### src/rtl/tcp_sender_window_retransmit_unit_macros.svh
// Assertion helpers for the sender unit
`ifndef TCP_SENDER_WINDOW_RETRANSMIT_UNIT_MACROS_SVH
`define TCP_SENDER_WINDOW_RETRANSMIT_UNIT_MACROS_SVH

// Check a property on every clock edge outside of reset
`define SWR_ASSERT(lbl, prop, msg) \
    lbl: assert property (@(posedge i_clk) disable iff (!i_rst_n) prop) else $error(msg);

// Check a property on every clock edge, reset included
`define SWR_ASSERT_ALWAYS(lbl, prop, msg) \
    lbl: assert property (@(posedge i_clk) prop) else $error(msg);

`endif

### src/rtl/swr_pkg.sv
`default_nettype none
package swr_pkg;

    // Command codes of an input request
    typedef enum logic [1:0] {
        CMD_PUSH  = 2'd0,
        CMD_ACK   = 2'd1,
        CMD_TICK  = 2'd2,
        CMD_EMPTY = 2'd3
    } t_cmd;

    // Register indexes on the configuration port
    localparam logic [1:0] REG_INIT_RTO   = 2'd0;
    localparam logic [1:0] REG_INIT_SEQ   = 2'd1;
    localparam logic [1:0] REG_STREAM_CAP = 2'd2;

    // Result limit per request
    localparam int MAX_RES = 48;

    // Sequencer states of the back end
    typedef enum logic [3:0] {
        ST_IDLE,
        ST_PUSH,
        ST_ACK,
        ST_RET_RD,
        ST_RET_CHK,
        ST_RET_END,
        ST_FILL,
        ST_TICK,
        ST_TICK_EMIT,
        ST_EMPTY,
        ST_END
    } t_state;

    // One decoded request
    typedef struct packed {
        t_cmd        cmd;
        logic [16:0] byte_count;
        logic        stream_end;
        logic [31:0] ack_number;
        logic [15:0] window_advertised;
        logic [31:0] elapsed_ms;
    } t_item;

    // One outstanding segment
    typedef struct packed {
        logic [31:0] off;
        logic [10:0] len;
        logic        syn;
        logic        fin;
    } t_entry;

    // One segment descriptor
    typedef struct packed {
        logic [31:0] seqno;
        logic [10:0] payload_length;
        logic        syn_flag;
        logic        fin_flag;
        logic        is_resend;
        logic        last;
        logic [16:0] in_flight;
        logic [7:0]  resend_count;
    } t_res;

    // Configuration write toward the back end
    typedef struct packed {
        logic        we;
        logic [1:0]  idx;
        logic [31:0] data;
    } t_cfg_wr;

endpackage
`default_nettype wire

### src/rtl/swr_front.sv
`default_nettype none
module swr_front (
    input  wire logic          i_clk,
    input  wire logic          i_rst_n,
    input  wire logic          i_valid,
    output logic               o_stall,
    input  wire logic [1:0]    i_cmd,
    input  wire logic [16:0]   i_byte_count,
    input  wire logic          i_stream_end,
    input  wire logic [31:0]   i_ack_number,
    input  wire logic [15:0]   i_window_advertised,
    input  wire logic [31:0]   i_elapsed_ms,
    output swr_pkg::t_item     o_item,
    output logic               o_item_valid,
    input  wire logic          i_pop
);
    import swr_pkg::*;

    t_item      r_q [2];
    logic       r_wp, r_rp;
    logic [1:0] r_cnt;
    logic       push;
    t_item      in_item;

    assign o_stall      = (r_cnt == 2'd2);
    assign push         = i_valid && !o_stall;
    assign o_item_valid = (r_cnt != 2'd0);
    assign o_item       = r_q[r_rp];

    // Classify the request; fields a command does not use are cleared
    always_comb begin
        in_item            = '0;
        in_item.cmd        = t_cmd'(i_cmd);
        unique case (t_cmd'(i_cmd))
            CMD_PUSH: begin
                in_item.byte_count = i_byte_count;
                in_item.stream_end = i_stream_end;
            end
            CMD_ACK: begin
                in_item.ack_number        = i_ack_number;
                in_item.window_advertised = i_window_advertised;
            end
            CMD_TICK:  in_item.elapsed_ms = i_elapsed_ms;
            CMD_EMPTY: in_item.elapsed_ms = '0;
            default:   in_item.elapsed_ms = '0;
        endcase
    end

    // Store the request in the command queue
    always_ff @(posedge i_clk) begin
        if (push) begin
            r_q[r_wp] <= in_item;
        end
    end

    // Advance queue pointers
    always_ff @(posedge i_clk) begin
        if (!i_rst_n) begin
            r_wp  <= 1'b0;
            r_rp  <= 1'b0;
            r_cnt <= 2'd0;
        end else begin
            if (push) r_wp <= ~r_wp;
            if (i_pop) r_rp <= ~r_rp;
            r_cnt <= r_cnt + {1'b0, push} - {1'b0, i_pop};
        end
    end
endmodule
`default_nettype wire

### config.mk
export PLATFORM = sky130hd
export DESIGN_NAME = swr_front
export DESIGN_NICKNAME = d
export VERILOG_FILES = /design/src/rtl/tcp_sender_window_retransmit_unit_macros.svh /design/src/rtl/swr_pkg.sv /design/src/rtl/swr_front.sv
export SDC_FILE = /design/constraint.sdc
export NUM_CORES = 1
export LEC_CHECK = 0
export ABC_AREA = 1
export BUFFER_PORTS_ARGS = -buffer_cell sky130_fd_sc_hd__buf_4
export CAP_MARGIN = 20
export CORE_MARGIN = 3
export CORE_UTILIZATION = 30
export CTS_CLUSTER_SIZE = 10
export DETAILED_ROUTE_END_ITERATION = 12
export GPL_TIMING_DRIVEN = 0
export PLACE_DENSITY_LB_ADDON = 0.3
export SETUP_SLACK_MARGIN = 0.5
export SLEW_MARGIN = 20
export SYNTH_ARGS = -nofsm -noshare
export SYNTH_HDL_FRONTEND = slang
export SYNTH_SLANG_ARGS = --single-unit
export TNS_END_PERCENT = 100
### constraint.sdc
create_clock -name i_clk -period 11.72 [get_ports i_clk]
set_input_delay 2.93 -clock i_clk [delete_from_list [all_inputs] [get_ports i_clk]]
set_output_delay 2.93 -clock i_clk [all_outputs]
set_load 0.01 [all_outputs]
# After elaboration in Yosys (flattened, before gate mapping)
# Memory sizes are Yosys's and may differ from the RTL's. A register that Yosys moved wholly into a read port is not among the register bits.
# Cells that the tools add are included.
dict set report totals {
  ff_bits 4
  mem_bits_rw 200
  in_bits 104
  out_inout_bits 102
  elab_cells 22
  memories 1
}
dict set report classes {
  n_addsub 2
  n_eq_ne 3
  n_mux 7
  n_bitwise 2
  reduce_logical 4
}
# memory words word_bits read_ports rd_clocked_by_memory_dff wr line_no
set memory_table {}
lappend memory_table {r_q 2 100 1 1 1 swr_front.sv:19} ;# t_item r_q [2];
# cell n
set op_table {}
lappend op_table {{$mux 48} 1}
lappend op_table {{$mux 32} 1}
lappend op_table {{$mux 18} 1}
lappend op_table {{$eq 2x2->1 const B} 2}
lappend op_table {{$mux 1} 4}
lappend op_table {{$add 2x1->2} 1}
lappend op_table {{$eq 2x1->1 const B} 1}
lappend op_table {{$logic_not 2->1} 1}
lappend op_table {{$not 1->1} 2}
lappend op_table {{$reduce_bool 2->1} 1}
lappend op_table {{$sub 2x1->2} 1}
lappend op_table {{$logic_and 1x1->1} 1}
lappend op_table {{$logic_not 1->1} 1}

# Longest topological paths before layout
# Gate-level depths: netlist (run 1).
dict set report depth {
  ltp_word 5
  ltp_mapped 11
  ltp_nobuf 11
}

# Worst setup path before layout (run 1)
# Ideal clock, no wire load.
dict set report synth_path {
  path_kind {input-to-reg}
  start {input i_valid}
  end {memory r_q[0][0] (netlist name), enable pin}
  setup_ps 559
  t_arrival_ps 7160
  required_ps 11161
  slack_ps 4001
  stages 2
  path_buffers 0
  path_cell_list {nand2_1 -> nor2_1}
}
dict set report synth_between {
  elab_chain_cells 3
}
# element line_no
set synth_rtl {}
lappend synth_rtl {{from (decl)} swr_front.sv:5} ;# input wire logic i_valid,
lappend synth_rtl {{$logic_and 1x1->1} swr_front.sv:26} ;# assign push = i_valid && !o_stall;
lappend synth_rtl {{$mux 1} swr_front.sv:51} ;# if (push) begin
lappend synth_rtl {{$mux 1 (not written as such)} swr_front.sv:52} ;# r_q[r_wp] <= in_item;
lappend synth_rtl {{to (decl)} swr_front.sv:19}
# No other way between the ends.

==> impl_metrics.tcl, run 1 <==
set metrics [dict create \
    yosys_warnings 0 \
    rows 61 \
    cts_buffers 25 \
    nets 899 \
    design_area_um2 11600 \
    grt_pass1_vias 4981 \
    leakage_nw 5.09 \
    htree_levels 1 \
    routed.top_layer "met4" \
    wl_met2_um 8830 \
    placed_cells 1144 \
    min_period_ns 4.70 \
    synthTopCellsByArea "edfxtp_1 69%, mux2_4 17%, inv_1 4.6%" \
    setup.worst_path.start_class "flip-flop" \
    clkPwrFrac 0.363 \
    die_width_um 177 \
    required_ns 8.79 \
    area_delta_synth_final_pct 32.6 \
    port_buffers 205 \
    syn_area_per_cell_um2 15.8 \
    clkLatencyLatePin_ns 0.50 \
    max_freq_mhz 213 \
    period_share 0.401 \
    drc 0 \
    antenna_cells 0 \
    slowest_delay_ns 0.32 \
    fp.dieH_um 177 \
    critPathArrivalTime_ns 1.77 \
    syn_inst 556 \
    grtUsageTotal 0.113 \
    drtPass1Iterations 4 \
    die_area_um2 31300 \
    synthesis.area_um2 8760 \
    yosysTopAreaCell "edfxtp_1" \
    p_int_mw 1.47 \
    comb_power_share 0.166 \
    cp_top_family "buffers and inverters" \
    setup_viol 0 \
    drt_wl_total_um 18300 \
    endpoint_kind "output pin" \
    grt_pass1_wl_um 27300 \
    place.gp.congestion 0.673 \
    rsz0062_at_grt "false" \
    placed_cell_area_um2 10900 \
    cp_max_fo 10 \
    cts_hold_buf 0 \
    maxSlewViolCount 0 \
    cts_tree "yes" \
    layoutNonFillerInstCount 1184 \
    p_per_area_nw_per_um2 163 \
    start_util 0.310 \
    yosys.area.top_type_share 0.686 \
    netlist-cell-type-count 13 \
    path_buf_inv 3 \
    grt-ovfl-total 0 \
    ioPinCount 206 \
    tightest_slew_ns 0.579 \
    wl_met3_um 1510 \
    via_count 4794 \
    cp_slowest_cell "dfxtp_1" \
    clk_pin_slew_ns 0.05 \
    antenna_found_initial 0 \
    synth_nets 662 \
    cp_cell_sequence "buf_6 > buf_12 > mux2_4 > buf_4" \
    fin_setup_tns_ns 0 \
    core-area_um2 28200 \
    drt_iter0_markers 216 \
    hold_viol 0 \
    ys_seq_area_frac 0.697 \
    synth_seq_cells 205 \
    wl_met1_um 7580 \
    dp_hpwl_um 12600 \
    hold_ws_ns 0.491 \
    cts.sinks 205 \
    status "finished, final reports clean" \
    crit_type "flip-flop to output pin" \
    clockBufferDepth 3 \
    netSwitchingPower_mw 0.430 \
    cap_violations 0 \
    hold_class "flip-flop to flip-flop" \
    drive_above_1_share 0.448 \
    root_buffer "clkbuf_16" \
    cts_resized 0 \
    ir_drop_v 0.000114 \
    finClkSkew_ns 0.00557 \
    antenna_left 0 \
    p_seq_frac 0.471 \
    post-cts-setup-buffers 0 \
    grt_max_degree 63 \
    slew_headroom 0.613 \
    p_sw_frac 0.227 \
    detail_route.wl_per_cell_um 15.4 \
    routed_via_density 4.05 \
]
[cell type report]
cell class	instances	area (µm²)
plain buffers	20	262
clock buffers	36	677
clock inverters	4	47.5
fillers	2690	16600
inverters	108	410
multi-input cells	223	1990
flip-flops and latches	205	6110
well taps	378	473
repair buffers	210	1650
[metal layers]
layer / global-route usage / vias to the layer above
li1: - / 2362
met4: 0.0268 / 0
met1: 0.143 / 2252
met5: 0 / -
met2: 0.189 / 157
met3: 0.0382 / 23
[through the flow]
| step | power, mW | setup WS, ns | utilization |
|---|---|---|---|
| final | 1.90 | 7.02 | 0.411 |
| after global routing | 1.99 | 6.93 | 0.411 |
| after CTS | 1.93 | 6.94 | 0.411 |
| after detailed placement | 1.23 | 7.07 | 0.386 |
| after global placement | 1.23 | 0.810 | 0.381 |
| after floorplan | 1.08 | 4.00 | - |
[synth_stat cells]
cell type,number
nor2_1,104
mux2_4,100
buf_12,10
buf_6,1
nand3_1,2
edfxtp_1,200
buf_4,2
dfxtp_1,5
nand2_1,13
a21oi_1,2
buf_2,7
inv_1,108
ha_1,2
[power groups by stage]
stage | sequential [mW] | clock (mW) | combinational, mW
floorplan | 0.913 | 0 | 0.172
detailed placement | 0.909 | 0 | 0.323
global route | 0.899 | 0.749 | 0.341
global placement | 0.922 | 0 | 0.309
finish | 0.893 | 0.688 | 0.314
CTS | 0.894 | 0.717 | 0.324
[cell families after synthesis]
family                   share of synthesized area
multiplexers                                 0.171
adder cells (fa/ha/maj)                    0.00286
buffers and inverters                       0.0761
AO/OA/AOI/OAI                              0.00114
AND/OR/NAND/NOR                             0.0513
flip-flops                                   0.697
[state kept, by name, summed over array words and instances, names as in the netlist, named ones only]
signal,cells
r_cnt,2
r_q,200
r_wp,1
r_rp,1
[cells in the final DEF, fill, tap and decap left out]
cell | netlist | final
buf_4 | 2 | 207
edfxtp_1 | 200 | 200
inv_1 | 108 | 107
nor2_1 | 104 | 103
mux2_4 | 100 | 100
clkbuf_16 | 0 | 25
buf_12 | 10 | 14
nand2_1 | 13 | 13
clkbuf_1 | 0 | 10
buf_2 | 7 | 7
dfxtp_1 | 5 | 5
nand3_1 | 2 | 2
inv_6 | 0 | 2
a21oi_1 | 2 | 2
ha_1 | 2 | 2
buf_6 | 1 | 1
nor2_4 | 0 | 1
clkinv_1 | 0 | 1
clkbuf_8 | 0 | 1
clkinv_2 | 0 | 1
bufinv_16 | 0 | 1
buf_16 | 0 | 1
[final timing paths]
check | start | end | slack [ns] | depth (start not counted)
min | r_rp$_SDFFE_PN0P_ | r_rp$_SDFFE_PN0P_ | 0.49 | 2
max reg2reg | r_cnt[0]$_SDFF_PN0_ | r_q[0][21]$_DFFE_PP_ | 9.66 | 7
min reg2reg | r_rp$_SDFFE_PN0P_ | r_rp$_SDFFE_PN0P_ | 0.49 | 2
max | flip-flop | o_item[29] | 7.02 | 4
[worst min-delay path, stage by stage (launching register included)]
cell,delay [ns]
dfxtp_1,0.32
nor2_1,0.06
nor2_1,0.08
No activity file was read; power rests on OpenSTA's default activity.
==> inputs of run 2 (changes only) <==
Clock period 11.72 ns to 3.9 ns, I/O delays scaled along.
==> run 2 against run 1 <==
  * Setup slack worse by 5.8 ns
  * Non-clock buffer count grew 4
  * Wire length decreased by 1.7%
  * Clock power increased to 2.8 times the previous value
  * Critical path depth unchanged
  * Register-to-register slack worse by 8.2 ns
  * Global-route usage down 0.18 points
  * Critical path type unchanged
  * Largest cell class unchanged
  * Largest power group unchanged
  * Highest routed layer unchanged
==> impl_metrics.tcl, run 2 (synthesis results as in run 1) <==
set metrics [dict create \
    htree_levels 1 \
    grt-ovfl-total 0 \
    grt_pass1_vias 4984 \
    grt_pass1_wl_um 27200 \
    min_period_ns 2.72 \
    drc 0 \
    antenna_cells 0 \
    regMostFlops "r_q" \
    cts.sinks 205 \
    layoutNonFillerInstCount 1183 \
    clockBufferDepth 3 \
    min_from "r_rp$_SDFFE_PN0P_" \
    drive_above_1_share 0.450 \
    ioPinCount 206 \
    reg2reg_from "r_cnt[0]$_SDFF_PN0_" \
    hold_ws_ns 0.500 \
    post-layout-total-power_mw 5.58 \
    fin_setup_tns_ns 0 \
    port_buffers 205 \
    core-area_um2 28200 \
    ir_drop_v 0.000300 \
    leakage_nw 5.10 \
    reg.largest.list "r_q (200), r_cnt (2)" \
    placed_cell_area_um2 11000 \
    period_share 0.698 \
    clkLatencyLatePin_ns 0.50 \
    mostFrequentLayoutCells "207 x buf_4, 200 x edfxtp_1, 107 x inv_1" \
    drt_wl_total_um 18000 \
    worst_slack_ns 1.18 \
    tightest_slew_ns 0.584 \
    critPathArrivalTime_ns 1.75 \
    cp_slowest_cell "dfxtp_1" \
    post-cts-setup-buffers 0 \
    cts_buffers 24 \
    reg2reg_slack_ns 1.50 \
    placed_cells 1148 \
    dp_slack_ns 0.915 \
    max_freq_mhz 367 \
    grtUsageTotal 0.111 \
    cap_violations 0 \
    final_common_cell "buf_4" \
    endpoint_kind "output pin" \
    via_count 4915 \
    cp_cell_sequence "buf_6 > buf_12 > mux2_4 > buf_4" \
    routed_via_density 4.15 \
    min_path_cells 2 \
    slowest_delay_ns 0.32 \
    antenna_left 0 \
    drtPass1Iterations 5 \
    grt_max_degree 28 \
    place.gp.congestion 0.680 \
    rows 61 \
    required_ns 2.92 \
    path_buf_inv 3 \
    root_buffer "clkbuf_16" \
    dp_hpwl_um 12800 \
    cp_top_family "buffers and inverters" \
    cts_resized 0 \
    antenna_found_initial 0 \
    start_util 0.310 \
    slew_headroom 0.610 \
    die_width_um 177 \
    fp.dieH_um 177 \
    fin_util 0.413 \
    p_per_area_nw_per_um2 478 \
    r2r_cells 9 \
    clk_pin_slew_ns 0.05 \
    die_area_um2 31300 \
    design_area_um2 11700 \
    detail_route.wl_per_cell_um 15.2 \
    largest_reg_flops 200 \
    finClkSkew_ns 0.00701 \
    setup.worst_path.start_class "flip-flop" \
    status "finished, final reports clean" \
    setup_viol 0 \
    cp_max_fo 10 \
    nets 902 \
    cts_hold_buf 0 \
    maxSlewViolCount 0 \
    hold_class "flip-flop to flip-flop" \
    crit_type "flip-flop to output pin" \
    fillers 2671 \
    hold_viol 0 \
    rsz0062_at_grt "false" \
    area_delta_synth_final_pct 33.3 \
    cts_tree "yes" \
    drt_iter0_markers 183 \
    r2r_end "r_q[0][63]$_DFFE_PP_" \
]
## run 2: changes by cell type in the layout (fill, tap and decap cells not counted)
cell        delta
buf_16         +5
inv_6          -2
buf_12         -1
bufinv_16      -1
clkbuf_1       -1
clkbuf_16      -1
clkinv_1       -1
clkinv_2       -1
clkinv_8       +1
clkinvlp_4     +1
## run 2: worst max path at each step
stage | startpoint | end | slack, ns | cells after the start
finish | flip-flop | o_item[29] | 1.18 | 4
global route | flip-flop | o_item[4] | 1.10 | 4
CTS | flip-flop | o_item[2] | 1.12 | 4
detailed placement | i_valid | r_q[0][60]$_DFFE_PP_ | 0.92 | 8
global placement | i_valid | r_q[1][60]$_DFFE_PP_ | -0.36 | 3
floorplan | i_valid | r_q[1][0]$_DFFE_PP_ | 0.93 | 2
## run 2: area by class of cell
type                       instances  area [µm²]  share of cell area
sequential                       205        6110               0.523
tap                              378         473              0.0405
inverter                         108         409              0.0351
timing repair buffer             214        1760               0.151
multi-input combinational        223        1990               0.171
clock buffer                      34         648              0.0555
buffer                            20         262              0.0224
clock inverter                     1        16.3             0.00139
## run 2: routing by layer
layer | track usage | vias up | wire (µm)
li1 | - | 2363 | -
met3 | 0.0328 | 26 | 1390
met1 | 0.139 | 2356 | 7400
met2 | 0.190 | 170 | 8790
met5 | 0 | - | 0
met4 | 0.0282 | 0 | 383
## run 2: worst min-delay path: cells and delay by family, from the launching register on
kind	cells	cell delay [ns]
and+or+nand+nor	2	0.14
DFF	1	0.33
## run 2: where the power goes
group / total, mW / internal, mW / switching [mW]
clock network: 1.92 / 1.14 / 0.783
registers: 2.68 / 2.64 / 0.0441
logic: 0.979 / 0.538 / 0.441
