**config.mk**
```make
export PLATFORM = sky130hd
export DESIGN_NAME = swr_back
export DESIGN_NICKNAME = d
export VERILOG_FILES = /design/src/rtl/swr_pkg.sv /design/src/rtl/swr_ram.sv /design/src/rtl/swr_back.sv
export VERILOG_INCLUDE_DIRS = /design/src /design/src/rtl
export SDC_FILE = /design/constraint.sdc
export NUM_CORES = 2
export LEC_CHECK = 0
export BUFFER_PORTS_ARGS = -buffer_cell sky130_fd_sc_hd__buf_4
export CAP_MARGIN = 20
export CORE_MARGIN = 2
export CORE_UTILIZATION = 40
export CTS_CLUSTER_SIZE = 10
export DETAILED_ROUTE_END_ITERATION = 8
export REMOVE_ABC_BUFFERS = 1
export SYNTH_ARGS = -nofsm -noshare
export SYNTH_HDL_FRONTEND = slang
export SYNTH_SLANG_ARGS = --single-unit
```
**constraint.sdc**
```tcl
create_clock -name i_clk -period 16.4 [get_ports i_clk]
set_input_delay 3.28 -clock i_clk [delete_from_list [all_inputs] [get_ports i_clk]]
set_output_delay 3.28 -clock i_clk [all_outputs]
set_load 0.01 [all_outputs]
```
**src/rtl/tcp_sender_window_retransmit_unit_macros.svh**
```systemverilog
// Assertion helpers for the sender unit
`ifndef TCP_SENDER_WINDOW_RETRANSMIT_UNIT_MACROS_SVH
`define TCP_SENDER_WINDOW_RETRANSMIT_UNIT_MACROS_SVH

// Check a property on every clock edge outside of reset
`define SWR_ASSERT(lbl, prop, msg) \
    lbl: assert property (@(posedge i_clk) disable iff (!i_rst_n) prop) else $error(msg);

// Check a property on every clock edge, reset included
`define SWR_ASSERT_ALWAYS(lbl, prop, msg) \
    lbl: assert property (@(posedge i_clk) prop) else $error(msg);

`endif

```
**src/rtl/swr_pkg.sv**
```systemverilog
`default_nettype none
package swr_pkg;

    // Command codes of an input request
    typedef enum logic [1:0] {
        CMD_PUSH  = 2'd0,
        CMD_ACK   = 2'd1,
        CMD_TICK  = 2'd2,
        CMD_EMPTY = 2'd3
    } t_cmd;

    // Register indexes on the configuration port
    localparam logic [1:0] REG_INIT_RTO   = 2'd0;
    localparam logic [1:0] REG_INIT_SEQ   = 2'd1;
    localparam logic [1:0] REG_STREAM_CAP = 2'd2;

    // Result limit per request
    localparam int MAX_RES = 48;

    // Sequencer states of the back end
    typedef enum logic [3:0] {
        ST_IDLE,
        ST_PUSH,
        ST_ACK,
        ST_RET_RD,
        ST_RET_CHK,
        ST_RET_END,
        ST_FILL,
        ST_TICK,
        ST_TICK_EMIT,
        ST_EMPTY,
        ST_END
    } t_state;

    // One decoded request
    typedef struct packed {
        t_cmd        cmd;
        logic [16:0] byte_count;
        logic        stream_end;
        logic [31:0] ack_number;
        logic [15:0] window_advertised;
        logic [31:0] elapsed_ms;
    } t_item;

    // One outstanding segment
    typedef struct packed {
        logic [31:0] off;
        logic [10:0] len;
        logic        syn;
        logic        fin;
    } t_entry;

    // One segment descriptor
    typedef struct packed {
        logic [31:0] seqno;
        logic [10:0] payload_length;
        logic        syn_flag;
        logic        fin_flag;
        logic        is_resend;
        logic        last;
        logic [16:0] in_flight;
        logic [7:0]  resend_count;
    } t_res;

    // Configuration write toward the back end
    typedef struct packed {
        logic        we;
        logic [1:0]  idx;
        logic [31:0] data;
    } t_cfg_wr;

endpackage
`default_nettype wire

```
**src/rtl/swr_ram.sv**
```systemverilog
`default_nettype none
module swr_ram #(
    parameter int Width = 45,
    parameter int Depth = 64
) (
    input  wire logic                     i_clk,
    input  wire logic                     i_we,
    input  wire logic [$clog2(Depth)-1:0] i_waddr,
    input  wire logic [Width-1:0]         i_wdata,
    input  wire logic [$clog2(Depth)-1:0] i_raddr,
    output logic      [Width-1:0]         o_rdata
);
    logic [Width-1:0] r_mem [Depth];

    // Write port and registered read port
    always_ff @(posedge i_clk) begin
        if (i_we) begin
            r_mem[i_waddr] <= i_wdata;
        end
        o_rdata <= r_mem[i_raddr];
    end
endmodule
`default_nettype wire

```
**src/rtl/swr_back.sv**
```systemverilog
`default_nettype none
`include "tcp_sender_window_retransmit_unit_macros.svh"
module swr_back #(
    parameter int MaxPayload = 1452,
    parameter int QueueDepth = 64
) (
    input  wire logic           i_clk,
    input  wire logic           i_rst_n,
    input  swr_pkg::t_item      i_item,
    input  wire logic           i_item_valid,
    output logic                o_pop,
    input  swr_pkg::t_cfg_wr    i_cfg,
    output logic [15:0]         o_init_rto,
    output logic [31:0]         o_init_seq,
    output logic [16:0]         o_stream_cap,
    output logic                o_valid,
    input  wire logic           i_stall,
    output swr_pkg::t_res       o_res
);
    import swr_pkg::*;

    localparam int HW = $clog2(QueueDepth);
    localparam int FW = $clog2(QueueDepth + 1);
    localparam logic [FW-1:0] QD_F  = FW'(QueueDepth);
    localparam logic [HW-1:0] QD_LAST = HW'(QueueDepth - 1);
    localparam logic [10:0]   MAXP  = 11'(MaxPayload);

    t_state       r_state, n_state;
    t_item        r_item, n_item;
    logic [HW-1:0] r_head, n_head, r_tail, n_tail;
    logic [FW-1:0] r_fill, n_fill;
    logic [31:0]  r_next_off, n_next_off;
    logic [16:0]  r_flight, n_flight;
    logic [15:0]  r_peer, n_peer;
    logic [16:0]  r_buf, n_buf;
    logic         r_ended, n_ended, r_syn_done, n_syn_done, r_fin_done, n_fin_done;
    logic         r_timer_on, n_timer_on, r_retired, n_retired;
    logic [31:0]  r_elapsed, n_elapsed, r_rto, n_rto;
    logic [7:0]   r_resend, n_resend;
    logic [5:0]   r_nres, n_nres;
    logic [15:0]  r_init_rto, n_init_rto;
    logic [31:0]  r_init_seq, n_init_seq;
    logic [16:0]  r_cap, n_cap;
    logic         r_hold_v, n_hold_v, r_out_v, n_out_v;
    t_res         r_hold, n_hold, r_out, n_out;

    logic         ram_we;
    t_entry       ram_wdata, ram_rdata;
    logic [44:0]  ram_rdata_bits;

    // comb temporaries
    logic         out_free, emit_ok, can_send, emit, push_last, snd;
    t_res         e_res;
    logic [10:0]  s_len;
    logic         s_syn, s_fin;
    logic [11:0]  s_units;
    logic [17:0]  fsum;
    logic [16:0]  room, space, addb, lenw, nbuf;
    logic [31:0]  dd, rend, rr;
    logic [11:0]  eunits;
    logic [32:0]  esum;
    logic         fin_c;

    swr_ram #(.Width(45), .Depth(QueueDepth)) u_ram (
        .i_clk  (i_clk),
        .i_we   (ram_we),
        .i_waddr(r_tail),
        .i_wdata(ram_wdata),
        .i_raddr(r_head),
        .o_rdata(ram_rdata_bits)
    );
    assign ram_rdata = t_entry'(ram_rdata_bits);

    assign o_init_rto   = r_init_rto;
    assign o_init_seq   = r_init_seq;
    assign o_stream_cap = r_cap;
    assign o_valid      = r_out_v;
    assign o_res        = r_out;

    // Sequence one request: bookkeeping, queue walk and segment emission
    always_comb begin
        n_state = r_state; n_item = r_item; n_head = r_head; n_tail = r_tail;
        n_fill = r_fill; n_next_off = r_next_off; n_flight = r_flight;
        n_peer = r_peer; n_buf = r_buf; n_ended = r_ended;
        n_syn_done = r_syn_done; n_fin_done = r_fin_done;
        n_timer_on = r_timer_on; n_retired = r_retired; n_elapsed = r_elapsed;
        n_rto = r_rto; n_resend = r_resend; n_nres = r_nres;
        n_init_rto = r_init_rto; n_init_seq = r_init_seq; n_cap = r_cap;
        n_hold_v = r_hold_v; n_hold = r_hold; n_out_v = r_out_v; n_out = r_out;
        o_pop = 1'b0; ram_we = 1'b0; ram_wdata = '0;
        emit = 1'b0; push_last = 1'b0; snd = 1'b0; e_res = '0;
        s_len = '0; s_syn = 1'b0; s_fin = 1'b0; s_units = '0; fsum = '0;
        room = '0; space = '0; addb = '0; lenw = '0; nbuf = '0;
        dd = '0; rend = '0; rr = '0; eunits = '0; esum = '0; fin_c = 1'b0;

        out_free = !r_out_v || !i_stall;
        emit_ok  = !r_hold_v || out_free;
        can_send = (r_fill < QD_F) && (r_nres < 6'(MAX_RES));

        // apply configuration writes
        if (i_cfg.we) begin
            unique case (i_cfg.idx)
                REG_INIT_RTO: begin
                    n_init_rto = i_cfg.data[15:0];
                    if (r_resend == 8'd0) n_rto = {16'd0, i_cfg.data[15:0]};
                end
                REG_INIT_SEQ:   n_init_seq = i_cfg.data;
                REG_STREAM_CAP: n_cap = i_cfg.data[16:0];
                default: ;
            endcase
        end

        unique case (r_state)
            ST_IDLE: begin
                if (i_item_valid) begin
                    o_pop  = 1'b1;
                    n_item = i_item;
                    n_nres = '0;
                    unique case (i_item.cmd)
                        CMD_PUSH:  n_state = ST_PUSH;
                        CMD_ACK:   n_state = ST_ACK;
                        CMD_TICK:  n_state = ST_TICK;
                        default:   n_state = ST_EMPTY;
                    endcase
                end
            end
            ST_PUSH: begin
                if (!r_ended) begin
                    space = (r_cap > r_buf) ? r_cap - r_buf : 17'd0;
                    addb  = (r_item.byte_count < space) ? r_item.byte_count : space;
                    n_buf = r_buf + addb;
                    if (r_item.stream_end) n_ended = 1'b1;
                end
                n_state = ST_FILL;
            end
            ST_ACK: begin
                dd = r_item.ack_number - (r_init_seq + r_next_off);
                if (dd != 32'd0 && !dd[31]) begin
                    n_state = ST_END;
                end else begin
                    n_peer    = r_item.window_advertised;
                    n_retired = 1'b0;
                    n_state   = ST_RET_RD;
                end
            end
            ST_RET_RD: begin
                // head entry is read this cycle
                n_state = (r_fill == '0) ? ST_RET_END : ST_RET_CHK;
            end
            ST_RET_CHK: begin
                eunits = {1'b0, ram_rdata.len} + {11'd0, ram_rdata.syn}
                       + {11'd0, ram_rdata.fin};
                rend = r_init_seq + ram_rdata.off + {20'd0, eunits};
                rr   = rend - r_item.ack_number;
                if (rr == 32'd0 || rr[31]) begin
                    n_head    = (r_head == QD_LAST) ? '0 : r_head + 1'b1;
                    n_fill    = r_fill - 1'b1;
                    n_flight  = (r_flight > {5'd0, eunits}) ?
                                r_flight - {5'd0, eunits} : 17'd0;
                    n_retired = 1'b1;
                    n_state   = ST_RET_RD;
                end else begin
                    n_state = ST_RET_END;
                end
            end
            ST_RET_END: begin
                if (r_fill == '0) begin
                    n_timer_on = 1'b0;
                    n_resend   = 8'd0;
                    n_rto      = {16'd0, r_init_rto};
                end else if (r_retired) begin
                    n_elapsed = 32'd0;
                    n_resend  = 8'd0;
                    n_rto     = {16'd0, r_init_rto};
                end
                n_state = ST_FILL;
            end
            ST_FILL: begin
                if (!r_syn_done) begin
                    if (!can_send) begin
                        n_state = ST_END;
                    end else if (emit_ok) begin
                        snd = 1'b1; s_syn = 1'b1;
                        n_syn_done = 1'b1;
                        n_state = ST_END;
                    end
                end else if (r_peer != 16'd0) begin
                    if (!({1'b0, r_peer} > r_flight) || !can_send) begin
                        n_state = ST_END;
                    end else begin
                        room  = {1'b0, r_peer} - r_flight;
                        lenw  = (room < {6'd0, MAXP}) ? room : {6'd0, MAXP};
                        if (lenw > r_buf) lenw = r_buf;
                        nbuf  = r_buf - lenw;
                        fin_c = (lenw < room) && r_ended && (nbuf == 17'd0) && !r_fin_done;
                        if (lenw == 17'd0 && !fin_c) begin
                            n_state = ST_END;
                        end else if (emit_ok) begin
                            snd = 1'b1; s_len = lenw[10:0]; s_fin = fin_c;
                            n_buf = nbuf;
                            if (fin_c) n_fin_done = 1'b1;
                        end
                    end
                end else begin
                    if (r_fill != '0 || !can_send) begin
                        n_state = ST_END;
                    end else if (r_buf != 17'd0) begin
                        if (emit_ok) begin
                            snd = 1'b1; s_len = 11'd1;
                            n_buf = r_buf - 17'd1;
                            n_state = ST_END;
                        end
                    end else if (r_ended && !r_fin_done) begin
                        if (emit_ok) begin
                            snd = 1'b1; s_fin = 1'b1;
                            n_fin_done = 1'b1;
                            n_state = ST_END;
                        end
                    end else begin
                        n_state = ST_END;
                    end
                end
            end
            ST_TICK: begin
                if (r_timer_on && r_fill != '0) begin
                    esum = {1'b0, r_elapsed} + {1'b0, r_item.elapsed_ms};
                    n_elapsed = esum[32] ? 32'hFFFF_FFFF : esum[31:0];
                    if (n_elapsed >= r_rto) begin
                        n_elapsed = 32'd0;
                        if (r_peer != 16'd0) begin
                            if (r_resend != 8'hFF) n_resend = r_resend + 8'd1;
                            n_rto = r_rto[31] ? 32'hFFFF_FFFF : {r_rto[30:0], 1'b0};
                        end
                        n_state = ST_TICK_EMIT;
                    end else begin
                        n_state = ST_END;
                    end
                end else begin
                    n_state = ST_END;
                end
            end
            ST_TICK_EMIT: begin
                if (emit_ok) begin
                    emit = 1'b1;
                    e_res.seqno          = r_init_seq + ram_rdata.off;
                    e_res.payload_length = ram_rdata.len;
                    e_res.syn_flag       = ram_rdata.syn;
                    e_res.fin_flag       = ram_rdata.fin;
                    e_res.is_resend      = 1'b1;
                    e_res.in_flight      = r_flight;
                    e_res.resend_count   = r_resend;
                    n_state = ST_END;
                end
            end
            ST_EMPTY: begin
                if (emit_ok) begin
                    emit = 1'b1;
                    e_res.seqno        = r_init_seq + r_next_off;
                    e_res.in_flight    = r_flight;
                    e_res.resend_count = r_resend;
                    n_state = ST_END;
                end
            end
            ST_END: begin
                if (!r_hold_v) begin
                    n_state = ST_IDLE;
                end else if (out_free) begin
                    push_last = 1'b1;
                    n_state   = ST_IDLE;
                end
            end
            default: n_state = ST_IDLE;
        endcase

        // queue a new segment
        if (snd) begin
            s_units   = {1'b0, s_len} + {11'd0, s_syn} + {11'd0, s_fin};
            ram_we    = 1'b1;
            ram_wdata = '{off: r_next_off, len: s_len, syn: s_syn, fin: s_fin};
            n_tail    = (r_tail == QD_LAST) ? '0 : r_tail + 1'b1;
            n_fill    = r_fill + 1'b1;
            fsum      = {1'b0, r_flight} + {6'd0, s_units};
            n_flight  = fsum[17] ? 17'h1FFFF : fsum[16:0];
            n_next_off = r_next_off + {20'd0, s_units};
            if (!r_timer_on) begin
                n_timer_on = 1'b1;
                n_elapsed  = 32'd0;
            end
            emit = 1'b1;
            e_res.seqno          = r_init_seq + r_next_off;
            e_res.payload_length = s_len;
            e_res.syn_flag       = s_syn;
            e_res.fin_flag       = s_fin;
            e_res.in_flight      = n_flight;
            e_res.resend_count   = r_resend;
        end

        // drain the output register
        if (!i_stall) n_out_v = 1'b0;

        // hand the held result on; the newest stays held until its fate is known
        if (emit) begin
            n_nres = r_nres + 6'd1;
            if (r_hold_v) begin
                n_out_v = 1'b1;
                n_out   = r_hold;
            end
            n_hold_v = 1'b1;
            n_hold   = e_res;
        end else if (push_last) begin
            n_out_v     = 1'b1;
            n_out       = r_hold;
            n_out.last  = 1'b1;
            n_hold_v    = 1'b0;
        end
    end

    // State machine register
    always_ff @(posedge i_clk) begin
        if (!i_rst_n) begin
            r_state <= ST_IDLE;
        end else begin
            r_state <= n_state;
        end
    end

    // Control and bookkeeping registers
    always_ff @(posedge i_clk) begin
        if (!i_rst_n) begin
            r_head <= '0; r_tail <= '0; r_fill <= '0;
            r_next_off <= '0; r_flight <= '0; r_peer <= 16'd1; r_buf <= '0;
            r_ended <= 1'b0; r_syn_done <= 1'b0; r_fin_done <= 1'b0;
            r_timer_on <= 1'b0; r_retired <= 1'b0; r_elapsed <= '0;
            r_rto <= 32'd1000; r_resend <= '0; r_nres <= '0;
            r_init_rto <= 16'd1000; r_init_seq <= '0; r_cap <= 17'd64000;
            r_hold_v <= 1'b0; r_out_v <= 1'b0;
        end else begin
            r_head <= n_head; r_tail <= n_tail; r_fill <= n_fill;
            r_next_off <= n_next_off; r_flight <= n_flight; r_peer <= n_peer;
            r_buf <= n_buf; r_ended <= n_ended; r_syn_done <= n_syn_done;
            r_fin_done <= n_fin_done; r_timer_on <= n_timer_on;
            r_retired <= n_retired; r_elapsed <= n_elapsed; r_rto <= n_rto;
            r_resend <= n_resend; r_nres <= n_nres;
            r_init_rto <= n_init_rto; r_init_seq <= n_init_seq; r_cap <= n_cap;
            r_hold_v <= n_hold_v; r_out_v <= n_out_v;
        end
    end

    // Payload registers
    always_ff @(posedge i_clk) begin
        r_item <= n_item;
        r_hold <= n_hold;
        r_out  <= n_out;
    end

    `SWR_ASSERT(a_fill_bound, (r_fill <= QD_F), "queue fill beyond depth")
    `SWR_ASSERT(a_idle_no_hold, ((r_state == ST_IDLE) |-> !r_hold_v), "held result in idle")
    `SWR_ASSERT(a_res_limit, (r_nres <= 6'(MAX_RES)), "too many results for one request")
    `SWR_ASSERT(a_fill_step, (($past(r_fill) == r_fill) || ($past(r_fill) + 1'b1 == r_fill)
        || ($past(r_fill) == r_fill + 1'b1)), "queue fill jumped")
endmodule
`default_nettype wire

```
== Word-level counts from Yosys, hierarchy flattened ==
Memory sizes are Yosys's and may differ from the RTL's. A register that Yosys moved wholly into a read port is not among the register bits.
Cells that the tools add are included.
Word-level totals
  memories: 1
  output and inout bits: 139
  RAM bits: 2880
  bits of input ports: 139
  register bits after elaboration: 496
Cells by class
  mux-type cells: 151
  eq/ne operators: 41
  add/subtract/negate cells: 24
  reduce and logical (&&, ||, !) cells: 59
  magnitude comparators: 10
  bitwise gates (word level): 1
Memory list
  u_ram.r_mem: words 64, width 45, read ports 1, clocked after Yosys merged registers in 1, wr ports 1, RTL line swr_ram.sv:13  | logic [Width-1:0] r_mem [Depth];
Operator list (number)
  $mux 32: 17
  $mux 17: 22
  $mux 72: 3
  $pmux 32 s2: 3
  $mux 45: 2
  $mux 25: 3
  $mux 11: 6
  $add 32x12->32: 2
  $add 32x32->32: 2
  $sub 32x32->32: 2
  $mux 1: 58
  $mux 4: 14
  $mux 8: 6
  $mux 46: 1
  $pmux 4 s9: 1
  $gt 17x17->1: 2
  $logic_not 17->1: 2
  $lt 17x17->1: 2
  $pmux 17 s2: 1
  $sub 17x17->17: 2
  $add 32x32->33: 1
  $ge 32x32->1: 1
  $logic_not 32->1: 1
  $reduce_bool 32->1: 1
  54 further kinds: 131

== Depth between registers and ports, before layout ==
  depth after elaboration: 25
  depth in mapped cells: 58

== Hierarchy ==
Synthesis repeated with hierarchy kept, for this count alone.
Second synthesis, totals
  cell total of the unflattened synthesis: 9152
  area, all modules: 147467.7 sq um
Modules (own cells, without submodules)
  swr_ram: cells an instance 4844, instances 1, area an instance 110404.6 sq um
  swr_back: cells an instance 4308, instances 1, area an instance 37063.0 sq um

== Least setup slack after synthesis ==
No wires, ideal clock.
  path kind: register -> register
  start: reg r_peer[0]
  end: reg r_out, in the netlist o_res[0] (enable)
  path slack: 2.528 ns
  setup time: 0.612 ns
  stages on the path, launching flop included: 38
  data required time: 15.788 ns
  arrival: 13.260 ns
  buffers on the path: 4
  period minus slack after synthesis: 13.872 ns
  cells stage by stage: dfxtp_1 > inv_1 > ha_1 > fa_1 > nand2b_1 > a21bo_1 > a31o_4 > o2111a_1 > a211oi_4 > nand4_2 > nor3_2 > and2_1 > clkbuf_1 > nand2_1 > ha_1 > a211oi_1 > nand2_1 > nor4_1 > [... 2 more ...] > nand2_1 > clkbuf_1 > clkbuf_1 > a41o_1 > inv_1 > ha_1 > o211ai_1 > o211ai_1 > nand2_2 > a31oi_2 > xor2_1 > or4_1 > or4b_1 > nor3_2 > nand4_1 > o211ai_4 > nor2_2 > a21boi_0
Between the ends
  cells in the longest elaborated chain, start to end: 23
RTL lines
  start, declared: RTL line swr_back.sv:34  | logic [15:0] r_peer, n_peer;
  start signal, assigned: RTL line swr_back.sv:339  | r_next_off <= n_next_off; r_flight <= n_flight; r_peer <= n_peer;
  $sub 16x17->17: RTL line swr_back.sv:191  | room = {1'b0, r_peer} - r_flight;
  $lt 17x11->1: RTL line swr_back.sv:192  | lenw = (room < {6'd0, MAXP}) ? room : {6'd0, MAXP};
  $mux 17: RTL line swr_back.sv:192
  $gt 17x17->1: RTL line swr_back.sv:193  | if (lenw > r_buf) lenw = r_buf;
  $mux 17: RTL line swr_back.sv:193
  $mux 17: RTL line swr_back.sv:188  | if (!({1'b0, r_peer} > r_flight) || !can_send) begin
  $mux 17: RTL line swr_back.sv:187  | end else if (r_peer != 16'd0) begin
  $mux 17: RTL line swr_back.sv:179  | if (!r_syn_done) begin
  [... 7 more ...]
  $mux 1: RTL line swr_back.sv:196  | if (lenw == 17'd0 && !fin_c) begin
  $mux 1: RTL line swr_back.sv:188
  $mux 1 (*): RTL line swr_back.sv:187
  $mux 1 (*): RTL line swr_back.sv:179
  $mux 1 (*): RTL line swr_back.sv:113  | unique case (r_state)
  $mux 1 (*): RTL line swr_back.sv:276  | if (snd) begin
  $ne 2x2->1 (no line) / $reduce_bool 2->1 (equally long branches)
  $reduce_and 2->1 (no line) (*)
  end signal, assigned: RTL line swr_back.sv:353  | r_out <= n_out;
  end, declared: RTL line swr_back.sv:45  | t_res r_hold, n_hold, r_out, n_out;
Mark *: on every way between the ends. The rest lies on a longest branch, timed or not. The select of a mux whose other input is x is not followed.
A chain may end at the register's enable or synchronous reset.

== Final worst setup path ==
  start: reg r_peer[0]
  end: reg r_flight[10]
Between the ends
  cells in the longest elaborated chain, start to end: 25
RTL lines
  $sub 16x17->17: RTL line swr_back.sv:191
  $lt 17x11->1: RTL line swr_back.sv:192
  $mux 17: RTL line swr_back.sv:192
  $gt 17x17->1: RTL line swr_back.sv:193
  $mux 17: RTL line swr_back.sv:193
  $mux 17: RTL line swr_back.sv:188
  $mux 17: RTL line swr_back.sv:187
  $mux 17: RTL line swr_back.sv:179
  [... 9 more ...]
  $mux 11: RTL line swr_back.sv:187
  $mux 11: RTL line swr_back.sv:179
  $mux 11: RTL line swr_back.sv:113
  $add 11x1->12: RTL line swr_back.sv:277  | s_units = {1'b0, s_len} + {11'd0, s_syn} + {11'd0, s_fin};
  $add 12x1->12: RTL line swr_back.sv:277
  $add 17x12->18: RTL line swr_back.sv:282  | fsum = {1'b0, r_flight} + {6'd0, s_units};
  $mux 17: RTL line swr_back.sv:283  | n_flight = fsum[17] ? 17'h1FFFF : fsum[16:0];
  $mux 17: RTL line swr_back.sv:276
  end signal, assigned: RTL line swr_back.sv:339
  end, declared: RTL line swr_back.sv:33  | logic [16:0] r_flight, n_flight;
Parallel ways exist; a longest one is shown, timed or not. The select of a mux whose other input is x is not followed.

==> out/metrics.cfg <==
[status]
status = finished clean

[clocking]
clkSlewWorstSetupHoldPaths_ps = 60
cts_max_path_buffers = 4
cts-root-buf = clkbuf_16
cts_resized = 0
clock_latency_ps = 970
htree_levels = 5
cts_tree = yes
cts_made_buffers = 393
cts_setup_buffers = 0
clock-sinks = 3421
hold_buffers = 0

[logic_synthesis]
yosysTopAreaCell = edfxtp_1
syn_area_mm2 = 0.146
synth_seq_cells = 3421
netlist.area_leader.share = 0.640
synth.avg_cell_area_um2 = 17.4
synth_edf_count = 3121
yosys-top-cells-area = edfxtp_1 (64%), mux4_2 (15%), dfxtp_1 (4.1%)
synth_cell_types = 110
synth_cells = 8405
ys.flop_type = edfxtp_1
ys_seq_area_frac = 0.681
synth_warnings = 0
ys_async_sr_fraction = 0

[die]
dieWidth_um = 609
row_count = 222
die_y_um = 609
start_util = 0.401
pin_count = 278
die_area_mm2 = 0.371
core_mm2 = 0.365

[min_path]
holdPathStages = 0
whs_endpoint = o_res[2]$_DFFE_PP_
hold_path_class = reg -> reg
holdCritStartpoint = r_hold[2]$_DFFE_PN_

[power]
p_int_mw = 16.6
power_frac_comb = 0.257
power.switching_mw = 7.53
p_seq_frac = 0.413
fin_total_pwr_mw = 24.2
clockPowerShare = 0.330
cellPowerDensity_mw_per_mm2 = 145
leakagePower_nw = 50.7
ir_worst_vdd_v = 0.0000943
sw_frac_of_total = 0.311

[critical_path]
cp.required_ps = 17200
r2r-start = r_peer[0]$_SDFFE_PN1P_
r2r_end = r_flight[10]$_SDFFE_PN0P_
endpoint_kind = flip-flop
worstPathArrival_ps = 14130
rrSetupSlack_ps = 3070
reg2reg_depth = 51
crit_fanout = 24
worstSetupPathType = reg -> reg
max_stage_delay_ps = 590
cp-start-kind = flip-flop
cpMostUsedCell = ha_1
slowest_stage = nand2_1

[detailed_routing]
vias = 83000
drt-initial-drc-count = 9612
drt-vias-per-instance = 5.95
drcViolationCount = 0
routedLengthMet1_um = 180000
route.detailed.wl_per_inst_um = 31.3
drt-pass1-iter-count = 6
wl_um = 437000
dr.max_layer_used = met5
drt.antenna.violating_nets = 0
wl_met2_um = 209000
routed-wl-met3_um = 34500

[finish]
fin_nets = 9445
finalInstanceArea_mm2 = 0.167
final_cells = 14000
final_core_util = 0.457
fillCellCount = 30900
drive_gt1_frac = 0.226
synthToLayoutAreaGrowth_pct = 14.0

[sta]
finClkSkew_ps = 65.6
max_slew.worst_pin.slew_ps = 1110
fin_crit_sh = 0.813
slew_headroom = 0.239
tns_ps = 0
finalWorstSetupSlack_ps = 3070
max_freq_mhz = 75.0
hold_ws_ps = 391
slew_viol_final = 0
hold_viol = 0
fin_crit_ps = 13330
rsz0062_at_grt = false
setup_viol = 0

[global_routing]
grt_pass1_vias = 82200
grt_max_degree = 126
grt_use_total = 0.232
grt_pass1_wl_um = 618000
overflow = 0
antenna_found_initial = 38

[placed_design]
place_hpwl_um = 279000
portBuffers = 277
postPlaceCellArea_mm2 = 0.155
gp_congestion = 0.913
placedCellCount = 13300
pre_cts_ws_ps = 3260

[run]
maxCapViolCount = 0

==> sequential cells by signal (all words and copies together) (netlist names), 7 cells and up <==
signal,flops
r_peer,16
r_flight,17
r_next_off,32
r_buf,17
o_stream_cap,17
o_init_rto,16
o_res,72
r_hold,71
r_resend,8
r_elapsed,32
o_init_seq,32
u_ram.r_mem,2880
r_item,98
r_rto,32
u_ram.o_rdata,45
r_fill,7
==> cell usage after synthesis, types with 12 or more instances <==
master	count
nand3_1	130
inv_1	238
buf_1	60
mux4_2	945
a211oi_1	48
a31oi_1	38
nand2b_1	52
o21bai_1	41
xor2_1	92
and2_1	58
nand4_1	70
xnor2_1	156
nor2b_1	36
nand4b_1	12
nor3_1	85
edfxtp_1	3121
mux2i_1	31
and3_1	44
a211o_1	12
ha_1	373
nor2_1	361
o211ai_1	30
nand2_1	527
o31ai_1	12
or2_2	16
nor3b_1	22
a21oi_1	326
o311ai_0	27
nor4_1	39
o21a_1	38
or3_1	25
mux2_2	12
dfxtp_1	300
fa_1	26
o22ai_1	35
o21ai_0	200
buf_2	24
clkbuf_1	294
a22oi_1	40
nand3b_1	18
o2111ai_1	18
a21o_1	131
==> worst max-delay path, delay by kind of cell, from the launching register on <==
| family | cells | cell delay (ps) |
|---|---|---|
| xor gates and xnor gates | 2 | 550 |
| DFF | 1 | 340 |
| adders and majority gates | 7 | 2250 |
| and+or+nand+nor | 15 | 3740 |
| buffers and inverters | 5 | 940 |
| AOI/OAI and AO/OA | 22 | 5320 |
==> power by group through the flow <==
stage | clock, mW | sequential (mW) | combinational [mW]
4_1_cts | 8.13 | 9.99 | 6.18
3_5_place_dp | 0 | 10.2 | 6.15
2_1_floorplan | 0 | 10.3 | 4.49
5_1_grt | 8.45 | 10.0 | 6.77
3_3_place_gp | 0 | 10.2 | 6.14
6_report | 7.98 | 9.99 | 6.21
==> layout make-up <==
class                           count  area (µm²)  area share
Sequential cell                  3421       99700       0.597
Multi-Input combinational cell   4362       45000       0.269
Clock buffer                      570       10900      0.0652
Tap cell                         4816        6030      0.0361
Timing Repair Buffer              485        3820      0.0229
Inverter                          244         928     0.00556
Clock inverter                     41         548     0.00328
Antenna cell                       22        55.1    0.000330
==> routing by layer <==
| metal | vias to the layer above | GRT usage |
|---|---|---|
| li1 | 34900 | - |
| met3 | 615 | 0.0386 |
| met1 | 43800 | 0.322 |
| met4 | 14 | 0.0678 |
| met5 | - | 0 |
| met2 | 3741 | 0.376 |
==> kinds of logic (layout without fill, tap and decap cells) <==
group	after synthesis	in the layout	share of synthesized area
AO/OA/AOI/OAI	1160	1160	0.0526
XOR/XNOR	248	248	0.0148
adder cells (fa/ha/maj)	399	399	0.0354
buffers and inverters	627	1340	0.0165
flip-flops	3421	3421	0.681
multiplexers	988	988	0.148
other	1	28	0.0000256
AND/OR/NAND/NOR	1561	1561	0.0513
==> placed cells by master (no fill, tap or decap), types with 26 or more instances in the layout <==
cell	instances
a211oi_1	48
a21o_1	131
a21oi_1	323
a22oi_1	40
a31oi_1	38
and2_1	46
and3_1	42
buf_4	472
clkbuf_1	153
clkbuf_16	406
dfxtp_1	295
edfxtp_1	3121
fa_1	26
ha_1	373
inv_1	237
mux2i_1	31
mux4_2	945
nand2_1	527
nand2b_1	52
nand3_1	130
nand4_1	70
nor2_1	294
nor2_4	76
nor2b_1	36
nor3_1	83
nor4_1	39
o211ai_1	30
o21a_1	38
o21ai_0	200
o21bai_1	40
o22ai_1	35
o311ai_0	27
xnor2_1	156
xor2_1	92
==> worst max path at each step <==
| stage | from | end | cells after the start |
|---|---|---|---|
| 6_report | r_peer[0]$_SDFFE_PN1P_ | r_flight[10]$_SDFFE_PN0P_ | 51 |
| 5_1_grt | r_flight[1]$_SDFFE_PN0P_ | r_flight[10]$_SDFFE_PN0P_ | 51 |
| 4_1_cts | r_peer[0]$_SDFFE_PN1P_ | u_ram.r_mem[50][21]$_DFFE_PP_ | 41 |
| 3_5_place_dp | r_peer[0]$_SDFFE_PN1P_ | u_ram.r_mem[50][36]$_DFFE_PP_ | 41 |
| 3_3_place_gp | r_peer[0]$_SDFFE_PN1P_ | u_ram.r_mem[50][36]$_DFFE_PP_ | 41 |
| 2_1_floorplan | r_head[0]$_SDFFE_PN0P_ | u_ram.o_rdata[0]$_DFF_P_ | 3 |
(Power assumes the default switching activity.)
